**src/ocel_pkg.sv**
```systemverilog
`timescale 1ns / 1ps

package ocel_pkg;

  // Default sizes of the list and of a position.
  localparam int DEF_MAX_SLOTS     = 16;
  localparam int DEF_POSITION_BITS = 16;

  // Field widths fixed by the block's interface.
  localparam int AMOUNT_BITS = 16;
  localparam int SUM_BITS    = AMOUNT_BITS + 1;
  localparam int CAP_BITS    = 5;
  localparam int APB_DATA_BITS = 32;
  localparam int PADDR_BITS  = 3;

  // Register map and reset value of the cap.
  localparam logic [PADDR_BITS-1:0] CAP_ADDR  = 3'd0;
  localparam logic [CAP_BITS-1:0]   CAP_RESET = 5'd8;

  // Command codes of an input transaction.
  localparam logic CMD_ADD   = 1'b0;
  localparam logic CMD_CLEAR = 1'b1;

  // Operation broadcast from the controller to every cell.
  typedef struct packed {
    logic clear;
    logic insert;
    logic hit;
    logic rotate;
  } cell_ctrl_t;

endpackage

```
**src/ocel_in_if.sv**
```systemverilog
`timescale 1ns / 1ps

interface ocel_in_if
  import ocel_pkg::*;
#(
  parameter int POSITION_BITS = DEF_POSITION_BITS
) ();
  logic                     valid;
  logic                     ready;
  logic                     cmd;
  logic [POSITION_BITS-1:0] position;
  logic [AMOUNT_BITS-1:0]   amount;

  modport source (output valid, cmd, position, amount, input ready);
  modport sink (input valid, cmd, position, amount, output ready);
endinterface

```
**src/ocel_out_if.sv**
```systemverilog
`timescale 1ns / 1ps

interface ocel_out_if
  import ocel_pkg::*;
#(
  parameter int POSITION_BITS = DEF_POSITION_BITS
) ();
  logic                     valid;
  logic                     ready;
  logic                     entry_valid;
  logic [POSITION_BITS-1:0] entry_position;
  logic [CAP_BITS-1:0]      entry_amount;
  logic                     last;

  modport source (output valid, entry_valid, entry_position, entry_amount, last, input ready);
  modport sink (input valid, entry_valid, entry_position, entry_amount, last, output ready);
endinterface

```
**src/ocel_cell.sv**
```systemverilog
`timescale 1ns / 1ps

module ocel_cell
  import ocel_pkg::*;
#(
  parameter int POSITION_BITS = DEF_POSITION_BITS
) (
  input  logic                     clk,
  input  logic                     rst,
  input  cell_ctrl_t               ctrl,
  input  logic [POSITION_BITS-1:0] new_pos,
  input  logic [SUM_BITS-1:0]      new_amt,
  input  logic                     left_lt,
  input  logic                     left_vld,
  input  logic [POSITION_BITS-1:0] left_pos,
  input  logic [SUM_BITS-1:0]      left_amt,
  input  logic                     right_vld,
  input  logic [POSITION_BITS-1:0] right_pos,
  input  logic [SUM_BITS-1:0]      right_amt,
  output logic                     vld,
  output logic [POSITION_BITS-1:0] pos,
  output logic [SUM_BITS-1:0]      amt,
  output logic                     lt,
  output logic                     eq
);

  // Compare the held entry against the incoming position.
  assign lt = vld && (pos < new_pos);
  assign eq = vld && (pos == new_pos);

  // Valid bit: cleared by reset and by a clear transaction.
  always_ff @(posedge clk) begin
    if (rst) begin
      vld <= 1'b0;
    end else if (ctrl.clear) begin
      vld <= 1'b0;
    end else if (ctrl.rotate) begin
      vld <= right_vld;
    end else if (ctrl.insert && !ctrl.hit && !lt) begin
      vld <= left_lt ? 1'b1 : left_vld;
    end
  end

  // Entry payload: merge, insert, shift right on insert, shift left on rotate.
  always_ff @(posedge clk) begin
    if (ctrl.rotate) begin
      pos <= right_pos;
      amt <= right_amt;
    end else if (ctrl.insert) begin
      if (ctrl.hit) begin
        if (eq) begin
          amt <= amt + new_amt;
        end
      end else if (!lt) begin
        if (left_lt) begin
          pos <= new_pos;
          amt <= new_amt;
        end else begin
          pos <= left_pos;
          amt <= left_amt;
        end
      end
    end
  end

endmodule

```
**src/ordered_capped_extract_list.sv**
```systemverilog
// The first result is registered in the output register on the first rotation step
// (S_ROT) after the accepted transaction. A transaction is one accept followed by
// one rotation step through the cell chain per slot; an output stall holds the
// rotation, and no new transaction is accepted until the rotation ends.
// Reset (synchronous, active high) empties the list and sets the cap to 8.
`timescale 1ns / 1ps

module ordered_capped_extract_list
  import ocel_pkg::*;
#(
  parameter int MAX_SLOTS     = DEF_MAX_SLOTS,
  parameter int POSITION_BITS = DEF_POSITION_BITS
) (
  input  logic                     clk,
  input  logic                     rst,
  input  logic                     psel,
  input  logic                     penable,
  input  logic                     pwrite,
  input  logic [PADDR_BITS-1:0]    paddr,
  input  logic [APB_DATA_BITS-1:0] pwdata,
  output logic [APB_DATA_BITS-1:0] prdata,
  output logic                     pready,
  ocel_in_if.sink                  items,
  ocel_out_if.source               results
);

  localparam int STEP_BITS = (MAX_SLOTS > 1) ? $clog2(MAX_SLOTS) : 1;
  localparam logic [STEP_BITS-1:0] LAST_STEP = STEP_BITS'(MAX_SLOTS - 1);

  typedef enum logic [1:0] {
    S_IDLE = 2'b01,
    S_ROT  = 2'b10
  } state_t;

  state_t                  state;
  state_t                  state_next;
  logic [STEP_BITS-1:0]    step;
  logic [CAP_BITS-1:0]     cap;
  logic [CAP_BITS-1:0]     kept;
  logic                    trim_en;

  logic                    accept;
  logic                    advance;
  cell_ctrl_t              ctrl;

  // Chain wiring; the extra slot at the top end is the wrapped entry.
  logic [MAX_SLOTS:0]      vld_w;
  logic [POSITION_BITS-1:0] pos_w [MAX_SLOTS+1];
  logic [SUM_BITS-1:0]     amt_w [MAX_SLOTS+1];
  logic [MAX_SLOTS-1:0]    lt_w;
  logic [MAX_SLOTS-1:0]    eq_w;

  logic [CAP_BITS-1:0]     room;
  logic [SUM_BITS-1:0]     trimmed;
  logic                    keep;
  logic [CAP_BITS-1:0]     kept_next;
  logic                    emit;
  logic                    is_last;

  // Configuration port.
  assign pready = 1'b1;
  assign prdata = {{(APB_DATA_BITS - CAP_BITS){1'b0}}, cap};

  always_ff @(posedge clk) begin
    if (rst) begin
      cap <= CAP_RESET;
    end else if (psel && penable && pwrite && (paddr == CAP_ADDR)) begin
      cap <= pwdata[CAP_BITS-1:0];
    end
  end

  // Control broadcast: insert (non-zero amount) or clear on acceptance, rotate on each step.
  assign items.ready = (state == S_IDLE);
  assign accept      = items.valid && items.ready;
  assign advance     = (state == S_ROT) && (!results.valid || results.ready);

  always_comb begin
    ctrl.clear  = accept && (items.cmd == CMD_CLEAR);
    ctrl.insert = accept && (items.cmd == CMD_ADD) && (items.amount != '0);
    ctrl.hit    = |eq_w;
    ctrl.rotate = advance;
  end

  // Row of cells, each handing entries to its neighbors.
  for (genvar i = 0; i < MAX_SLOTS; i++) begin : g_cell
    logic                     l_lt;
    logic                     l_vld;
    logic [POSITION_BITS-1:0] l_pos;
    logic [SUM_BITS-1:0]      l_amt;

    if (i == 0) begin : g_head
      assign l_lt  = 1'b1;
      assign l_vld = 1'b0;
      assign l_pos = '0;
      assign l_amt = '0;
    end else begin : g_body
      assign l_lt  = lt_w[i-1];
      assign l_vld = vld_w[i-1];
      assign l_pos = pos_w[i-1];
      assign l_amt = amt_w[i-1];
    end

    ocel_cell #(
      .POSITION_BITS(POSITION_BITS)
    ) u_cell (
      .clk      (clk),
      .rst      (rst),
      .ctrl     (ctrl),
      .new_pos  (items.position),
      .new_amt  ({1'b0, items.amount}),
      .left_lt  (l_lt),
      .left_vld (l_vld),
      .left_pos (l_pos),
      .left_amt (l_amt),
      .right_vld(vld_w[i+1]),
      .right_pos(pos_w[i+1]),
      .right_amt(amt_w[i+1]),
      .vld      (vld_w[i]),
      .pos      (pos_w[i]),
      .amt      (amt_w[i]),
      .lt       (lt_w[i]),
      .eq       (eq_w[i])
    );
  end

  // Cap trimming of the head entry as it leaves the chain.
  assign room      = cap - kept;
  assign trimmed   = (amt_w[0] > SUM_BITS'(room)) ? SUM_BITS'(room) : amt_w[0];
  assign keep      = !trim_en || (kept < cap);
  assign kept_next = kept + trimmed[CAP_BITS-1:0];

  assign vld_w[MAX_SLOTS] = vld_w[0] && keep;
  assign pos_w[MAX_SLOTS] = pos_w[0];
  assign amt_w[MAX_SLOTS] = trim_en ? trimmed : amt_w[0];

  assign emit    = (step == '0) || vld_w[MAX_SLOTS];
  assign is_last = !vld_w[MAX_SLOTS] || (step == LAST_STEP) || !vld_w[1] ||
                   (trim_en && (kept_next >= cap));

  // Sequencer.
  always_comb begin
    state_next = state;
    unique case (state)
      S_IDLE: begin
        if (accept) begin
          state_next = S_ROT;
        end
      end
      S_ROT: begin
        if (advance && (step == LAST_STEP)) begin
          state_next = S_IDLE;
        end
      end
      default: state_next = S_IDLE;
    endcase
  end

  always_ff @(posedge clk) begin
    if (rst) begin
      state   <= S_IDLE;
      step    <= '0;
      kept    <= '0;
      trim_en <= 1'b0;
    end else begin
      state <= state_next;
      if (accept) begin
        step    <= '0;
        kept    <= '0;
        trim_en <= ctrl.insert;
      end else if (advance) begin
        step <= step + 1'b1;
        if (trim_en && vld_w[MAX_SLOTS]) begin
          kept <= kept_next;
        end
      end
    end
  end

  // Output register.
  always_ff @(posedge clk) begin
    if (rst) begin
      results.valid <= 1'b0;
    end else if (advance && emit) begin
      results.valid <= 1'b1;
    end else if (results.ready) begin
      results.valid <= 1'b0;
    end
  end

  always_ff @(posedge clk) begin
    if (advance && emit) begin
      results.entry_valid    <= vld_w[MAX_SLOTS];
      results.entry_position <= vld_w[MAX_SLOTS] ? pos_w[0] : '0;
      results.entry_amount   <= vld_w[MAX_SLOTS] ? amt_w[MAX_SLOTS][CAP_BITS-1:0] : '0;
      results.last           <= is_last;
    end
  end

  // Checks on the list and the sequencer.
  a_prefix: assert property (@(posedge clk) disable iff (rst)
    (state == S_IDLE) |-> ((vld_w[MAX_SLOTS-1:0] & (vld_w[MAX_SLOTS-1:0] + 1'b1)) == '0))
    else $error("list entries do not form a contiguous prefix");

  a_kept: assert property (@(posedge clk) disable iff (rst)
    ((state == S_ROT) && trim_en) |-> (kept <= cap))
    else $error("kept total exceeds the cap");

  a_start: assert property (@(posedge clk) disable iff (rst)
    accept |=> ((state == S_ROT) && (step == '0)))
    else $error("accepted transaction did not start a rotation");

  a_empty_last: assert property (@(posedge clk) disable iff (rst)
    (results.valid && !results.entry_valid) |-> results.last)
    else $error("empty-list result not marked last");

endmodule
```
**src/flat_wrapper.sv**
```systemverilog
// flat-port wrapper written by rule: the top's interface ports become plain ports
module ordered_capped_extract_list_flat import ocel_pkg::*;
#(
  parameter int MAX_SLOTS     = DEF_MAX_SLOTS,
  parameter int POSITION_BITS = DEF_POSITION_BITS
)
  (clk, rst, psel, penable, pwrite, paddr, pwdata, prdata, pready, items_valid, items_cmd, items_position, items_amount, items_ready, results_valid, results_entry_valid, results_entry_position, results_entry_amount, results_last, results_ready);
  ocel_in_if #(.POSITION_BITS(POSITION_BITS)) items_i ();
  ocel_out_if #(.POSITION_BITS(POSITION_BITS)) results_i ();
  input  logic clk;
  input  logic rst;
  input  logic psel;
  input  logic penable;
  input  logic pwrite;
  input  logic [PADDR_BITS-1:0] paddr;
  input  logic [APB_DATA_BITS-1:0] pwdata;
  output logic [APB_DATA_BITS-1:0] prdata;
  output logic pready;
  input wire logic [$bits(items_i.valid)-1:0] items_valid;
  input wire logic [$bits(items_i.cmd)-1:0] items_cmd;
  input wire logic [$bits(items_i.position)-1:0] items_position;
  input wire logic [$bits(items_i.amount)-1:0] items_amount;
  output wire logic [$bits(items_i.ready)-1:0] items_ready;
  output wire logic [$bits(results_i.valid)-1:0] results_valid;
  output wire logic [$bits(results_i.entry_valid)-1:0] results_entry_valid;
  output wire logic [$bits(results_i.entry_position)-1:0] results_entry_position;
  output wire logic [$bits(results_i.entry_amount)-1:0] results_entry_amount;
  output wire logic [$bits(results_i.last)-1:0] results_last;
  input wire logic [$bits(results_i.ready)-1:0] results_ready;
  assign items_i.valid = items_valid;
  assign items_i.cmd = items_cmd;
  assign items_i.position = items_position;
  assign items_i.amount = items_amount;
  assign items_ready = items_i.ready;
  assign results_valid = results_i.valid;
  assign results_entry_valid = results_i.entry_valid;
  assign results_entry_position = results_i.entry_position;
  assign results_entry_amount = results_i.entry_amount;
  assign results_last = results_i.last;
  assign results_i.ready = results_ready;
  ordered_capped_extract_list #(.MAX_SLOTS(MAX_SLOTS), .POSITION_BITS(POSITION_BITS)) u_core (.clk(clk), .rst(rst), .psel(psel), .penable(penable), .pwrite(pwrite), .paddr(paddr), .pwdata(pwdata), .prdata(prdata), .pready(pready), .items(items_i), .results(results_i));
endmodule
```
**config.mk**
```make
export PLATFORM = sky130hd
export DESIGN_NAME = ordered_capped_extract_list_flat
export DESIGN_NICKNAME = d
export VERILOG_FILES = /design/src/ocel_pkg.sv /design/src/ocel_in_if.sv /design/src/ocel_out_if.sv /design/src/ocel_cell.sv /design/src/ordered_capped_extract_list.sv /design/src/flat_wrapper.sv
export SDC_FILE = /design/constraint.sdc
export NUM_CORES = 2
export LEC_CHECK = 0
export ABC_CLOCK_PERIOD_IN_PS = 7600
export BUFFER_PORTS_ARGS = -buffer_cell sky130_fd_sc_hd__buf_4
export CORE_AREA = 4 4 381 383
export DETAILED_ROUTE_END_ITERATION = 8
export DIE_AREA = 0 0 385 387
export GPL_TIMING_DRIVEN = 1
export PLACE_DENSITY = 0.53
export SYNTH_ARGS = -nofsm -noshare
export SYNTH_HDL_FRONTEND = slang
export SYNTH_SLANG_ARGS = --single-unit
```
**constraint.sdc**
```tcl
create_clock -name clk -period 7.6 [get_ports clk]
set_input_delay 1.9 -clock clk [delete_from_list [all_inputs] [get_ports clk]]
set_output_delay 1.9 -clock clk [all_outputs]
set_load 0.02 [all_outputs]
```
==> metrics.md <==
| Metric | Value |
|---|---|
| Largest net degree at the start of global routing | 142 |
| Worst EP arrival | 6210 ps |
| DRC viols | 0 |
| Routed wire per std cell | 23.44 um |
| Worst Path Max Fanout | 11 |
| Leakage | 22.06 nW |
| GR Util All Layers | 22.94% |
| Final WS setup | 1773 ps |
| Distinct cells, synth | 77 |
| Inserted Clock Buffers | 78 |
| CTS Sinks | 585 |
| CP endpoint kind | flip-flop |
| Worst skew pair latency | 710 ps |
| Worst Hold Class | reg2reg |
| Htree depth | 3 |
| Post-synth EDFFs | 551 |
| Crit path buf inv count | 4 |
| Synth area leader | edfxtp_1 |
| RSZ-0062 raised after global routing | false |
| Tightest Pin Transition | 1294 ps |
| Most frequent cells in the layout | nand2_1 (628), nor2_1 (589), a21oi_1 (582), edfxtp_1 (551), ha_1 (533) |
| GP Congestion | 0.8732 |
| Clock transition at path regs | 50 ps |
| Psw | 0.003335 W |
| Post-synth ARST share | 0% |
| Worst path required time | 7980 ps |
| CTS tree | built |
| Post-Syn Instances | 5,639 |
| Post-synth top area share | 33.47% |
| Buffers on Ports | 77 |
| Hold_buf cts | 0 |
| Max Fclk | 171.6 MHz |
| Vias in the first global route | 42,460 |
| Core area | 0.1414 mm2 |
| Setup WS pre-CTS | 1140 ps |
| Combinational Power Share | 23.8% |
| Area Growth Syn to Fin | 10.85% |
| Clk_skew | 49.12 ps |
| CP cell instances | buf_4, inv_1, buf_4, ha_1, nand4_1, nor3_1, nand2_1, nand4_1, or4_4, nor2_1, a21oi_1, o21ai_2, buf_4 |
| Max Cap Viol | 0 |
| Net count reported at finish | 6,241 |
| Drt first-iter violations | 3,182 |
| YS warnings | 0 |
| CP max stage cell | or4_4 |
| Post-CTS repair timing setup buffer count | 0 |
| Setup violations, final | 0 |
| Maximum root-to-sink buffer count | 3 |
| Total Wirelength | 177,500 um |
| # resized after CTS | 0 |
| Ys flop type | edfxtp_1 |
| Grt ovf | 0 |
| DR vias/cell | 5.770 |
| Seq pwr share | 40.0% |
| Avg Inst Size Synth | 8.767 um2 |
| Clock root buffer | clkbuf_16 |
| Setup_tns | 0 ps |
| Final Core Density | 38.75% |
| Layout cell share with drive strength beyond 1 | 7.539% |
| Status | complete, no violations |
| Ratio of final minimum period to clock period | 76.67% |
| Startpoint types | primary input |
| Peak supply drop | 0.1534 mV |
| First-pass GRT wire length | 263,000 um |
| Switching portion of total power | 32.61% |
| Pwr per Cell Area | 186.6 mW/mm2 |
| Vias | 43,680 |
| Pint | 0.006893 W |
| Clock Power Share | 36.2% |
| WS Path Type | in2reg |
| Fin. Hold Viols | 0 |
| Die X | 385 um |
| I/O Pins | 133 |
| Final HPWL DP | 127,500 um |
| Worst hold margin | 502.5 ps |
| Cell Area, Synth | 0.04944 mm2 |
| Antenna Nets Post-Route | 0 |
| Drt pass-1 iters | 6 |
| Initial antenna violation count | 0 |
| Cell repeated most along the worst path | buf_4 |
| Max-slew headroom | 13.73% |
| Die height | 387 um |
| CP delay by family, top | simple AND/OR/NAND/NOR gates |
| Max Slew Vio Count | 0 |
| Leading cell type in the layout, fill and taps excluded | nand2_1 |
| Sequential-to-total area share from yosys stat | 34.85% |
| Largest stage delay, worst path | 680 ps |
| DIE AREA | 0.1490 mm2 |
| Tmin final | 5827 ps |
| Rows | 138 |
| #FFs+latches synth | 585 |
| Initial Util | 34.96% |
| Top cells by area, synth | edfxtp_1 (33%), ha_1 (13%), a21oi_1 (5.9%) |
-- power groups by stage --
stage	Combinational (W)	Clock, W	Sequential [W]
3_5_place_dp	0.00241	0	0.00416
6_report	0.00243	0.00370	0.00410
3_3_place_gp	0.00236	0	0.00416
4_1_cts	0.00242	0.00376	0.00409
2_1_floorplan	0.00177	0	0.00402
5_1_grt	0.00271	0.00388	0.00411
-- worst min-delay path, stage by stage, from the launching register on --
cell and delay [ps]:
dfxtp_1 310, inv_1 80, a211oi_1 70
-- cell type report --
type,count,area [um2]
diodes,2,5.005
fillers,14350,86610
multi-input cells,4591,30480
inverters,152,570.5
clock buffers,99,2113
clock inverters,43,342.8
repair buffers,207,1702
flip-flops and latches,585,17230
well taps,1890,2365
-- cell families (layout without fill, tap and decap cells) --
logic type / count (synthesis) / in the layout / synth area share [%]
mux: 328 / 328 / 6.750
other cells: 2 / 30 / 0.01519
buf+inv: 489 / 501 / 4.130
compound gates: 1785 / 1785 / 21.62
flops: 585 / 585 / 34.85
xor+xnor: 182 / 182 / 3.224
simple gates: 1717 / 1717 / 15.20
fa+ha+maj: 551 / 551 / 14.22
-- path summary, 6_finish.rpt --
path / start / endpoint / slack, ps / cells after the start
max: items_position[7] / u_core.g_cell[6].u_cell.amt[10] / 1770 / 13
max reg2reg: u_core.cap[0] / u_core.results.last / 2460 / 22
min reg2reg: u_core.kept[2] / u_core.kept[2] / 500 / 2
min: u_core.kept[2] / u_core.kept[2] / 500 / 2
-- layer usage --
metal	vias up	wire [um]	track usage [%]
met5	-	0	0
met4	0	6977	8.411
met3	353	8490	2.982
met2	1203	86760	39.82
met1	21330	75220	29.01
li1	20790	-	-
-- metrics by stage --
stage	power, W	instances	area, um2
6_report	0.01023	7569	54800
4_1_cts	0.01027	7566	54790
3_3_place_gp	0.006521	7423	52330
2_1_floorplan	0.005791	5665	49540
5_1_grt	0.01070	7567	54800
3_5_place_dp	0.006563	7424	52330
-- sequential cells by signal (all words and copies together) (netlist names) --
register / count
u_core.results.valid: 1
u_core.trim_en: 1
u_core.state: 2
u_core.kept: 5
u_core.results.entry_position: 16
u_core.g_cell.u_cell.amt: 272
u_core.results.entry_valid: 1
u_core.step: 4
u_core.g_cell.u_cell.vld: 16
u_core.results.entry_amount: 5
u_core.g_cell.u_cell.pos: 256
u_core.cap: 5
u_core.results.last: 1
-- synthesized netlist by cell type, drive strengths merged, types with 9 or more instances --
master	instances
nand2	630
nor2	589
a21oi	584
edfxtp	551
o21ai	538
ha	533
mux2i	285
clkbuf	232
inv	150
xnor2	131
a21o	125
nand3	117
a31oi	115
buf	105
o21a	82
nor3	76
nand2b	65
a211oi	51
xor2	51
nand4	50
o211ai	48
mux2	43
or3	40
nor2b	35
dfxtp	34
o21bai	33
and3	30
and2	29
o31ai	27
o22a	19
fa	18
a21boi	16
a31o	15
nor4	14
or4	13
a211o	10
a22oi	10
o221ai	10
o31a	10
or2	10
a22o	9
o41ai	9
Power figures use the tool's default switching activity.
